===== config.mk =====
export PLATFORM = sky130hd
export DESIGN_NAME = instruction_def_before_use_checker_unit
export DESIGN_NICKNAME = d
export VERILOG_FILES = /design/src/rtl/idbu_pkg.sv /design/src/rtl/instruction_def_before_use_checker_unit.sv
export SDC_FILE = /design/constraint.sdc
export NUM_CORES = 1
export LEC_CHECK = 0
export ABC_CLOCK_PERIOD_IN_PS = 4190
export BUFFER_PORTS_ARGS = -buffer_cell sky130_fd_sc_hd__buf_2
export CAP_MARGIN = 5
export CORE_AREA = 2 2 101 103
export DETAILED_ROUTE_END_ITERATION = 7
export DIE_AREA = 0 0 103 105
export PLACE_DENSITY = 0.77
export SETUP_SLACK_MARGIN = 0.05
export SLEW_MARGIN = 25
export SYNTH_ARGS = -nofsm -noshare
export SYNTH_HDL_FRONTEND = slang
export SYNTH_SLANG_ARGS = --single-unit

===== constraint.sdc =====
create_clock -name clk -period 4.19 [get_ports clk]
set_input_delay 0.838 -clock clk [delete_from_list [all_inputs] [get_ports clk]]
set_output_delay 0.838 -clock clk [all_outputs]
set_load 0.02 [all_outputs]

===== src/rtl/idbu_pkg.sv =====
package idbu_pkg;

    localparam int WORD_W  = 32;
    localparam int INDEX_W = 13;
    localparam int NUM_REGS = 7;

    // Usage classes
    localparam logic [2:0] CLS_INVALID = 3'd0;
    localparam logic [2:0] CLS_READ_BC = 3'd1;
    localparam logic [2:0] CLS_READ_B  = 3'd2;
    localparam logic [2:0] CLS_READ_AB = 3'd3;
    localparam logic [2:0] CLS_WRITE_A = 3'd4;
    localparam logic [2:0] CLS_READ_A  = 3'd5;
    localparam logic [2:0] CLS_HALT    = 3'd6;

    // Word status codes
    localparam logic [1:0] ST_OK       = 2'd0;
    localparam logic [1:0] ST_INVALID  = 2'd1;
    localparam logic [1:0] ST_UNSET    = 2'd2;
    localparam logic [1:0] ST_TOO_LONG = 2'd3;

    // Opcodes and system call extensions
    localparam logic [4:0] OP_LOAD     = 5'd23;
    localparam logic [4:0] OP_STORE    = 5'd24;
    localparam logic [4:0] OP_LOAD_IMM = 5'd25;
    localparam logic [4:0] OP_SYS      = 5'd26;

    localparam logic [2:0] SYS_HALT    = 3'd4;
    localparam logic [2:0] REG_LIMIT   = 3'd6;

    typedef struct packed {
        logic [WORD_W-1:0] instruction_word;
        logic              last_word;
    } word_t;

    typedef struct packed {
        logic [2:0]         usage_class;
        logic [1:0]         word_status;
        logic [INDEX_W-1:0] word_index;
        logic               program_ok;
        logic [INDEX_W-1:0] first_bad_index;
        logic               program_done;
    } result_t;

endpackage


===== src/rtl/instruction_def_before_use_checker_unit.sv =====
// Channel   Dir  Handshake                     Beat
// --------  ---  ----------------------------  ------------------------------
// word      in   word_valid / word_stall       idbu_pkg::word_t (instr, last)
// result    out  result_valid / result_stall   idbu_pkg::result_t
//
// One beat per cycle sustained while result_stall is low. A word passes
// through the input register and then the result register.
// The decode and the 7-bit register map check sit in one combinational step.
// rst_n clears the map, the position count and the failure record at once;
// the same state returns to reset after the result for a last word is formed.
// A stall on the result side holds the result register and a full input
// register; word_stall rises only while that register cannot advance.
module instruction_def_before_use_checker_unit #(
    parameter int MAX_PROGRAM_WORDS = 4096
) (
    input  logic             clk,
    input  logic             rst_n,
    input  logic             word_valid,
    output logic             word_stall,
    input  idbu_pkg::word_t  word,
    output logic             result_valid,
    input  logic             result_stall,
    output idbu_pkg::result_t result
);

    import idbu_pkg::*;

    // Position counter must be able to hold the limit itself.
    localparam int CNT_W = $clog2(MAX_PROGRAM_WORDS + 1);
    localparam logic [CNT_W-1:0] LIMIT = CNT_W'(MAX_PROGRAM_WORDS);

    // Input stage
    logic  in_valid_reg;
    word_t in_word_reg;

    // Result stage
    logic    out_valid_reg;
    result_t out_reg;

    // Program state
    logic [NUM_REGS-1:0] map_reg, map_next;
    logic [CNT_W-1:0]    pos_reg, pos_next;
    logic                failed_reg, failed_next;
    logic [CNT_W-1:0]    first_reg, first_next;

    logic    out_free;
    logic    advance;
    result_t out_next;

    // Decode of the word in the input register
    logic [4:0] op;
    logic [2:0] ext;
    logic [2:0] ra, rb, rc;
    logic       aligned;
    logic [2:0] cls;
    logic       reads_ok;
    logic [1:0] status;
    logic [NUM_REGS:0] marked;       // extra top bit reads as unmarked
    logic [CNT_W+INDEX_W-1:0] idx_wide;
    logic [CNT_W+INDEX_W-1:0] first_wide;

    assign out_free   = !out_valid_reg || !result_stall;
    assign advance    = in_valid_reg && out_free;
    assign word_stall = in_valid_reg && !out_free;

    assign op      = in_word_reg.instruction_word[31:27];
    assign ext     = in_word_reg.instruction_word[26:24];
    assign ra      = in_word_reg.instruction_word[23:21];
    assign rb      = in_word_reg.instruction_word[20:18];
    assign rc      = in_word_reg.instruction_word[17:15];
    assign aligned = (in_word_reg.instruction_word[1:0] == 2'b00);
    assign marked  = {1'b0, map_reg};

    // Classify by opcode group; register fields above the limit, and write targets at it, are invalid.
    always_comb
    begin
        cls = CLS_INVALID;
        case (op) inside
            [5'd0:5'd4], [5'd7:5'd11], 5'd13, 5'd14:
            begin
                if (ra < REG_LIMIT && rb <= REG_LIMIT && rc <= REG_LIMIT)
                    cls = CLS_READ_BC;
            end
            5'd5, 5'd6, 5'd12, 5'd15, 5'd22:
            begin
                if (ra < REG_LIMIT && rb <= REG_LIMIT)
                    cls = CLS_READ_B;
            end
            [5'd16:5'd21]:
            begin
                if (ra <= REG_LIMIT && rb <= REG_LIMIT && aligned)
                    cls = CLS_READ_AB;
            end
            OP_LOAD:
            begin
                if (ra < REG_LIMIT && aligned)
                    cls = CLS_WRITE_A;
            end
            OP_STORE:
            begin
                if (ra <= REG_LIMIT && aligned)
                    cls = CLS_READ_A;
            end
            OP_LOAD_IMM:
            begin
                if (ra < REG_LIMIT)
                    cls = CLS_WRITE_A;
            end
            OP_SYS:
            begin
                case (ext) inside
                    3'd0, 3'd2:
                    begin
                        if (ra < REG_LIMIT)
                            cls = CLS_WRITE_A;
                    end
                    3'd1, 3'd3:
                    begin
                        if (ra <= REG_LIMIT)
                            cls = CLS_READ_A;
                    end
                    SYS_HALT: cls = CLS_HALT;
                    default:  cls = CLS_INVALID;
                endcase
            end
            default: cls = CLS_INVALID;
        endcase
    end

    // Check reads against the map before this word's own write lands.
    always_comb
    begin
        case (cls)
            CLS_READ_BC: reads_ok = marked[rb] && marked[rc];
            CLS_READ_B:  reads_ok = marked[rb];
            CLS_READ_AB: reads_ok = marked[ra] && marked[rb];
            CLS_READ_A:  reads_ok = marked[ra];
            default:     reads_ok = 1'b1;
        endcase

        if (pos_reg >= LIMIT)
            status = ST_TOO_LONG;
        else if (cls == CLS_INVALID)
            status = ST_INVALID;
        else if (!reads_ok)
            status = ST_UNSET;
        else
            status = ST_OK;
    end

    // Next program state; a last word drops everything back to reset.
    always_comb
    begin
        map_next    = map_reg;
        pos_next    = pos_reg;
        failed_next = failed_reg;
        first_next  = first_reg;

        if ((cls == CLS_READ_BC || cls == CLS_READ_B || cls == CLS_WRITE_A)
            && ra <= REG_LIMIT)
            map_next[ra[2:0]] = 1'b1;

        if (status != ST_OK && !failed_reg)
        begin
            failed_next = 1'b1;
            first_next  = pos_reg;
        end

        if (pos_reg < LIMIT)
            pos_next = pos_reg + CNT_W'(1);
    end

    assign idx_wide   = {{INDEX_W{1'b0}}, pos_reg};
    assign first_wide = {{INDEX_W{1'b0}}, first_next};

    always_comb
    begin
        out_next.usage_class     = cls;
        out_next.word_status     = status;
        out_next.word_index      = idx_wide[INDEX_W-1:0];
        out_next.program_ok      = !failed_next;
        out_next.first_bad_index = failed_next ? first_wide[INDEX_W-1:0] : '0;
        out_next.program_done    = in_word_reg.last_word;
    end

    // Input register: load whenever it is empty or its beat moves on.
    always_ff @(posedge clk or negedge rst_n)
    begin
        if (!rst_n)
            in_valid_reg <= 1'b0;
        else if (!in_valid_reg || out_free)
            in_valid_reg <= word_valid;
    end

    always_ff @(posedge clk)
    begin
        if (word_valid && !word_stall)
            in_word_reg <= word;
    end

    // Result register and program state advance together.
    always_ff @(posedge clk or negedge rst_n)
    begin
        if (!rst_n)
        begin
            out_valid_reg <= 1'b0;
            map_reg       <= '0;
            pos_reg       <= '0;
            failed_reg    <= 1'b0;
            first_reg     <= '0;
        end
        else
        begin
            if (out_free)
                out_valid_reg <= in_valid_reg;
            if (advance)
            begin
                if (in_word_reg.last_word)
                begin
                    map_reg    <= '0;
                    pos_reg    <= '0;
                    failed_reg <= 1'b0;
                    first_reg  <= '0;
                end
                else
                begin
                    map_reg    <= map_next;
                    pos_reg    <= pos_next;
                    failed_reg <= failed_next;
                    first_reg  <= first_next;
                end
            end
        end
    end

    always_ff @(posedge clk)
    begin
        if (advance)
            out_reg <= out_next;
    end

    assign result_valid = out_valid_reg;
    assign result       = out_reg;

`ifndef SYNTHESIS
    // Any failing word must leave the sticky result cleared.
    a_fail_clears_ok: assert property (@(posedge clk) disable iff (!rst_n)
        result_valid && result.word_status != ST_OK |-> !result.program_ok)
        else $error("failing word reported with program_ok set");

    // An invalid-word status only comes with the invalid class.
    a_invalid_class: assert property (@(posedge clk) disable iff (!rst_n)
        result_valid && result.word_status == ST_INVALID
        |-> result.usage_class == CLS_INVALID)
        else $error("invalid status on a classified word");

    // While the program is ok the first failing index reads zero.
    a_first_zero: assert property (@(posedge clk) disable iff (!rst_n)
        result_valid && result.program_ok |-> result.first_bad_index == '0)
        else $error("first_bad_index set while program_ok");

    // A stalled result leaves the program state untouched.
    a_state_hold: assert property (@(posedge clk) disable iff (!rst_n)
        in_valid_reg && result_valid && result_stall
        |=> $stable(map_reg) && $stable(pos_reg) && $stable(failed_reg))
        else $error("program state moved during a stall");
`endif

endmodule


* Word level (Yosys, flattened, before mapping)
Index checks and enable logic that the tools add are counted.
** Cells by class
- Bitwise gates (word level) :: 1
- $lt $le $gt $ge :: 16
- Muxes and demuxes :: 37
- Add/subtract/negate cells :: 1
- Shift-type cells :: 0
- Multipliers :: 0
- Reductions and logical operators :: 40
- Eq/ne operators :: 20
- Div/mod/pow operators :: 0
** Operator list (number)
- $mux 13 :: 4
- $mux 3 :: 14
- $eq 5x5->1 const B :: 5
- $eq 5x4->1 const B :: 4
- $logic_and 1x1->1 :: 17
- $mux 7 :: 2
- $add 13x1->13 const B :: 1
- $ge 13x13->1 const B :: 1
- $lt 13x13->1 const B :: 1
- $eq 3x2->1 const B :: 4
- $lt 3x4->1 const B :: 3
- $eq 5x3->1 const B :: 2
- $mux 2 :: 5
- $bmux 1 s3 :: 3
- $eq 3x3->1 const B :: 3
- $le 3x3->1 const B :: 3
- $logic_not 1->1 :: 7
- $mux 1 :: 7
- $or 7x7->7 :: 1
- $eq 3x1->1 const B :: 2
- $logic_not 3->1 :: 2
- $reduce_bool 2->1 :: 3
- $ge 5x1->1 const B :: 1
- $ge 5x3->1 const B :: 1
- 14 further kinds :: 19
** Storage, ports and cells
- Bits in read-only memories :: 0
- Memories kept :: 0
- RAM bits :: 0
- Word-level logic and storage cells :: 129
- Bits in latches :: 0
- Flip-flop bits (word level) :: 102

* Depth between registers and ports, before layout
- Word-level depth :: 20
- Depth in mapped cells :: 10

* Worst setup path after synthesis
OpenSTA, ideal clock, no wires.
- Path type :: input to register
- From :: input port result_stall
- To :: register pos_reg[10]
- Data arrival time :: 3.000 ns
- Buffers on the path :: 3
- Cell stages on the path :: 8
- Setup time :: 0.132 ns
- Required time :: 4.058 ns
- Path slack :: 1.058 ns
- Cell sequence :: nand2_1 > nand2_1 > inv_1 > clkbuf_1 > and2_1 > clkbuf_1 > clkbuf_1 > nor2_1
** On the way
- Longest elaborated chain between the ends :: 4
** Ends and longest elaborated chain
- start: declaration :: line instruction_def_before_use_checker_unit.sv:22 : input logic result_stall,
- $logic_not 1->1 :: line instruction_def_before_use_checker_unit.sv:62 : assign out_free = !out_valid_reg || !result_stall;
- $logic_or 1x1->1 :: line instruction_def_before_use_checker_unit.sv:62
- $logic_and 1x1->1 :: line instruction_def_before_use_checker_unit.sv:63 : assign advance = in_valid_reg && out_free;
- named net advance :: line instruction_def_before_use_checker_unit.sv:47 : logic advance;
- $reduce_and 2->1 (no line)
- end signal: assignment :: line instruction_def_before_use_checker_unit.sv:228 : pos_reg <= pos_next;
- end: declaration :: line instruction_def_before_use_checker_unit.sv:42 : logic [CNT_W-1:0] pos_reg, pos_next;
The timed path passes the listed nets, and every way through them passes these cells.
A chain may end at the register's enable or synchronous reset.

* Final worst setup path
- From :: register in_word_reg[23] in the netlist's numbering
- To :: register out_reg, in the netlist result[6], data pin
** On the way
- Longest elaborated chain between the ends :: 19
** Ends and longest elaborated chain
- start: declaration :: line instruction_def_before_use_checker_unit.sv:34 : word_t in_word_reg;
- start signal: assignment :: line instruction_def_before_use_checker_unit.sv:198 : in_word_reg <= word;
- $le 3x3->1 :: line instruction_def_before_use_checker_unit.sv:101, instruction_def_before_use_checker_unit.sv:119
- $mux 3 :: line instruction_def_before_use_checker_unit.sv:119 : if (ra <= REG_LIMIT)
- $mux 3 (2 in series) :: line instruction_def_before_use_checker_unit.sv:111 : case (ext) inside
- $mux 3 (3 in series) :: line instruction_def_before_use_checker_unit.sv:78 : case (op) inside
- $mux 3 (*) (4 in series) :: line instruction_def_before_use_checker_unit.sv:78
- named net cls[2] :: line instruction_def_before_use_checker_unit.sv:55 : logic [2:0] cls;
- $eq 3x3->1 (tied with other cells) :: line instruction_def_before_use_checker_unit.sv:133 : case (cls)
- $pmux 1 s4 :: line instruction_def_before_use_checker_unit.sv:133
- $mux 2 :: line instruction_def_before_use_checker_unit.sv:145 : else if (!reads_ok)
- $mux 2 (*) :: line instruction_def_before_use_checker_unit.sv:143 : else if (cls == CLS_INVALID)
- $mux 2 (*) :: line instruction_def_before_use_checker_unit.sv:141 : if (pos_reg >= LIMIT)
- $reduce_bool 2->1 (*) :: line instruction_def_before_use_checker_unit.sv:163 : if (status != ST_OK && !failed_reg)
- $logic_and 1x1->1 (*) :: line instruction_def_before_use_checker_unit.sv:163
- $mux 13 / $mux 1 (equally long branches) :: line instruction_def_before_use_checker_unit.sv:163
- end signal: assignment :: line instruction_def_before_use_checker_unit.sv:239 : out_reg <= out_next;
- end: declaration :: line instruction_def_before_use_checker_unit.sv:38 : result_t out_reg;
The timed path passes the listed nets; every way through them passes the cells marked *. The select of a mux whose other input is x is not followed.

==> run_results.csv <==
group,metric,value,unit
outcome,status,"finished, final reports clean",
floorplanning,dieWidth,103,µm
sta,skew,6.65,ps
sta,fin_crit_sh,76.7,%
final_layout,drive_gt1_share,23.8,%
grt,grt_pass1_vias,2961,
sta,fin_setup_tns,0,ps
worst_setup_path,critPathMaxFanout,16,
floorplanning,die_y,105,µm
clock_network,clock_path_buffers,2,
route,drt-total-wl,8560,µm
route,postRouteAntennaNets,0,
sta,max_slew_margin,44.2,%
worst_setup_path,critPathBufInv,3,
final_layout,largest_reg_flops,33,
worst_setup_path,r2r-end,"result[6]$_SDFFCE_PP0P_",
clock_network,ctsHoldBuffers,0,
worst_setup_path,worstPathRequired,4270,ps
grt,grt_max_degree,43,
worst_setup_path,slowest_delay,520,ps
logic_synthesis,synth-edff-count,53,
worst_setup_path,ff2ff_path_depth,10,
worst_setup_path,r2r_start,"in_word_reg[23]$_DFFE_PP_",
worst_setup_path,path_cells,"and2_1, o21ai_0, nor4b_1, a21oi_1, inv_2, a211oi_4, buf_4, nor3_1, buf_4, o22ai_1",
place,port_buffers,58,
clock_network,cts_tree,"yes",
logic_synthesis,yosysWarnings,0,
clock_network,post_cts_buffers,0,
route,first_pass_iters,5,
place,dp_cells,529,
place,place_ws,1020,ps
logic_synthesis,synth-seq-area-share,58.7,%
worst_hold_path,min_path_cells,2,
worst_setup_path,critPathKind,"reg -> reg",
clock_network,cts_root_buffer,"clkbuf_8",
logic_synthesis,async_reset_ff_share,40.4,%
clock_network,clkTransAtPathRegs,80,ps
final_layout,fin_util,50.3,%
sta,timing.final.ws_setup,976,ps
place,dp_hpwl,5820,µm
power_and_ir_drop,leakage,1.91,nW
logic_synthesis,ys_seq_elements,89,
worst_setup_path,endpoint_kind,"flop",
worst_hold_path,hold_path.startpoint,"first_reg[10]$_DFFE_PN0P_",
grt,grt_usage,16.9,%
final_layout,fillers,888,
sta,slew_viol_final,0,
grt,globalRouteOverflowTotal,0,
final_layout,area_growth,14.1,%
logic_synthesis,netlist_instances,353,
logic_synthesis,avgSynthCellArea,12.0,µm²
final_layout,fin_cells,545,
run,cap_violations,0,
sta,max_clock_freq,311,MHz
route,drtIter0Drc,176,
worst_setup_path,cp.arrival,3290,ps
clock_network,post_cts_resized,0,
logic_synthesis,synth_flop_cell,"edfxtp_1",
floorplanning,ioPinCount,72,
worst_hold_path,holdPathEnd,"first_reg[10]$_DFFE_PN0P_",
logic_synthesis,synth_cell_types,62,
grt,grt_pass1_wl,14200,µm
clock_network,htreeDepth,3,
worst_setup_path,path_delay_family,"simple AND/OR/NAND/NOR gates",
sta,setup_viol,0,
place,globalplace.congestion,0.842,
sta,final-hold-violation-count,0,
clock_network,clkLatencyLatePin,360,ps
power_and_ir_drop,max-vdd-ir-drop,0.194,mV
worst_setup_path,cpMostUsedCell,"buf_4",
route,dr_total_vias,3017,
floorplanning,coreArea,0.00964,mm²
route,drc,0,
worst_setup_path,cp-start-kind,"flop",
grt,antenna_found_initial,0,
worst_setup_path,reg2reg_slack,980,ps
floorplanning,die-area,0.0108,mm²
route,viasPerCell,5.54,
route,wl_per_cell,15.7,µm
worst_setup_path,cpMaxStageDelayCell,"edfxtp_1",
sta,period_needed,3210,ps
sta,tightest_slew,837,ps
final_layout,num_antenna_cells,0,
floorplanning,row_count,36,
power_and_ir_drop,power_density,405,mW/mm²
logic_synthesis,synth_nets,392,
logic_synthesis,synth.cell_area,0.00425,mm²
clock_network,cts_sinks,89,
worst_hold_path,min_path_type,"reg -> reg",
final_layout,fin_nets,446,
floorplanning,start_util,44.1,%
clock_network,cts-buffers-inserted,9,
sta,rsz0062_at_grt,"false",
## cells in the final DEF, fill, tap and decap left out, types with 4 or more instances in the layout
cell type and instances:
o311ai_2 9, buf_2 58, o22ai_1 9, o21ai_1 5
nor2_1 12, clkbuf_8 10, nand2_1 39, o21ai_0 8
o311ai_1 11, nand3_1 8, buf_4 6, a22o_1 6
a21oi_1 12, xor2_1 6, dfrtp_1 36, mux2i_1 5
and3_1 5, and2_1 4, inv_1 19, nor3_1 13
nor3b_1 11, edfxtp_1 53
## worst register-to-register path, delay by kind of cell (launching register included)
| family | cells | cell delay, ps |
|---|---|---|
| AO/OA/AOI/OAI | 4 | 540 |
| flip-flops | 1 | 520 |
| AND/OR/NAND/NOR | 3 | 1220 |
| buffers and inverters | 3 | 640 |
## cells in the mapped netlist (all sizes together), types with 2 or more instances
| master | instances | share of area [%] |
|---|---|---|
| inv | 20 | 1.8 |
| mux2 | 2 | 0.53 |
| a2111oi | 2 | 0.71 |
| nand3 | 8 | 0.94 |
| nand2 | 39 | 3.4 |
| nor2b | 3 | 0.44 |
| o21bai | 2 | 0.35 |
| and3 | 6 | 1.0 |
| buf | 8 | 1.1 |
| a211oi | 4 | 1.0 |
| a311o | 2 | 0.50 |
| o211ai | 2 | 0.35 |
| dfrtp | 36 | 21 |
| and2 | 4 | 0.59 |
| a21oi | 12 | 1.4 |
| a221o | 2 | 0.47 |
| o31ai | 3 | 0.53 |
| edfxtp | 53 | 37 |
| o21ai | 13 | 1.5 |
| ha | 2 | 0.59 |
| xnor2 | 3 | 0.62 |
| nand3b | 2 | 0.35 |
| xor2 | 6 | 1.2 |
| o2bb2ai | 3 | 0.62 |
| clkbuf | 13 | 1.1 |
| mux4 | 2 | 1.1 |
| nor3b | 11 | 1.9 |
| nand2b | 3 | 0.44 |
| mux2i | 5 | 1.2 |
| nor3 | 13 | 1.5 |
| nor4b | 2 | 0.41 |
| o22ai | 9 | 1.3 |
| or3 | 3 | 0.44 |
| a22o | 6 | 1.2 |
| nor2 | 12 | 1.1 |
| o311ai | 21 | 5.9 |
## worst max-delay path by stage
| stage | cells past startpoint | endpoint | slack, ps | from |
|---|---|---|---|---|
| finish | 10 | result[6]$_SDFFCE_PP0P_ | 980 | in_word_reg[23]$_DFFE_PP_ |
| CTS | 9 | result[6]$_SDFFCE_PP0P_ | 990 | in_word_reg[29]$_DFFE_PP_ |
| detailed placement | 9 | result[6]$_SDFFCE_PP0P_ | 1020 | in_word_reg[29]$_DFFE_PP_ |
| global route | 10 | result[12]$_SDFFCE_PP0P_ | 710 | in_word_reg[23]$_DFFE_PP_ |
| global placement | 9 | result[12]$_SDFFCE_PP0P_ | 1090 | in_word_reg[29]$_DFFE_PP_ |
| floorplan | 8 | pos_reg[10]$_DFFE_PN0P_ | 1060 | result_stall |
## cell type report
cell class	count	area, µm²	share of cell area, %
inverters	21	80.1	1.65
clock inverters	3	42.5	0.878
clock buffers	13	149	3.07
repair buffers	64	335	6.92
flip-flops and latches	89	2490	51.4
multi-input cells	222	1580	32.6
well taps	133	166	3.43
## metrics by stage
| stage | hold WS [ps] | power [mW] | area [µm²] |
|---|---|---|---|
| 2_1_floorplan | 456 | 1.30 | 4250 |
| 3_3_place_gp | 470 | 1.39 | 4650 |
| 3_5_place_dp | 474 | 1.40 | 4650 |
| 4_1_cts | 496 | 1.98 | 4840 |
| 5_1_grt | 517 | 2.05 | 4840 |
| 6_report | 493 | 1.96 | 4840 |
## where the power goes
group / leakage, nW / total (mW) / switching [mW] / internal (mW)
Combinational: 0.803 / 0.307 / 0.199 / 0.108
Sequential: 1.01 / 1.07 / 0.0587 / 1.02
Clock: 0.0936 / 0.582 / 0.290 / 0.292
Total: 1.91 / 1.96 / 0.547 / 1.42
## metal layers
layer	global-route usage (%)	up-vias	share of wire [%]
li1	-	1439	-
met1	22.2	1448	43
met2	27.3	116	50
met3	3.01	14	5.1
met4	6.86	0	2.0
met5	0	-	0
## kinds of logic (layout without fill, tap and decap cells)
| logic type | Yosys count | in the layout | synth area share (%) |
|---|---|---|---|
| buffers and inverters | 42 | 101 | 4.15 |
| multiplexers | 9 | 9 | 2.77 |
| AO/OA/AOI/OAI | 88 | 88 | 17.4 |
| XOR/XNOR | 10 | 10 | 2.42 |
| AND/OR/NAND/NOR | 113 | 113 | 14.0 |
| adder cells (fa/ha/maj) | 2 | 2 | 0.589 |
| flip-flops | 89 | 89 | 58.7 |
(Power assumes the default switching activity.)
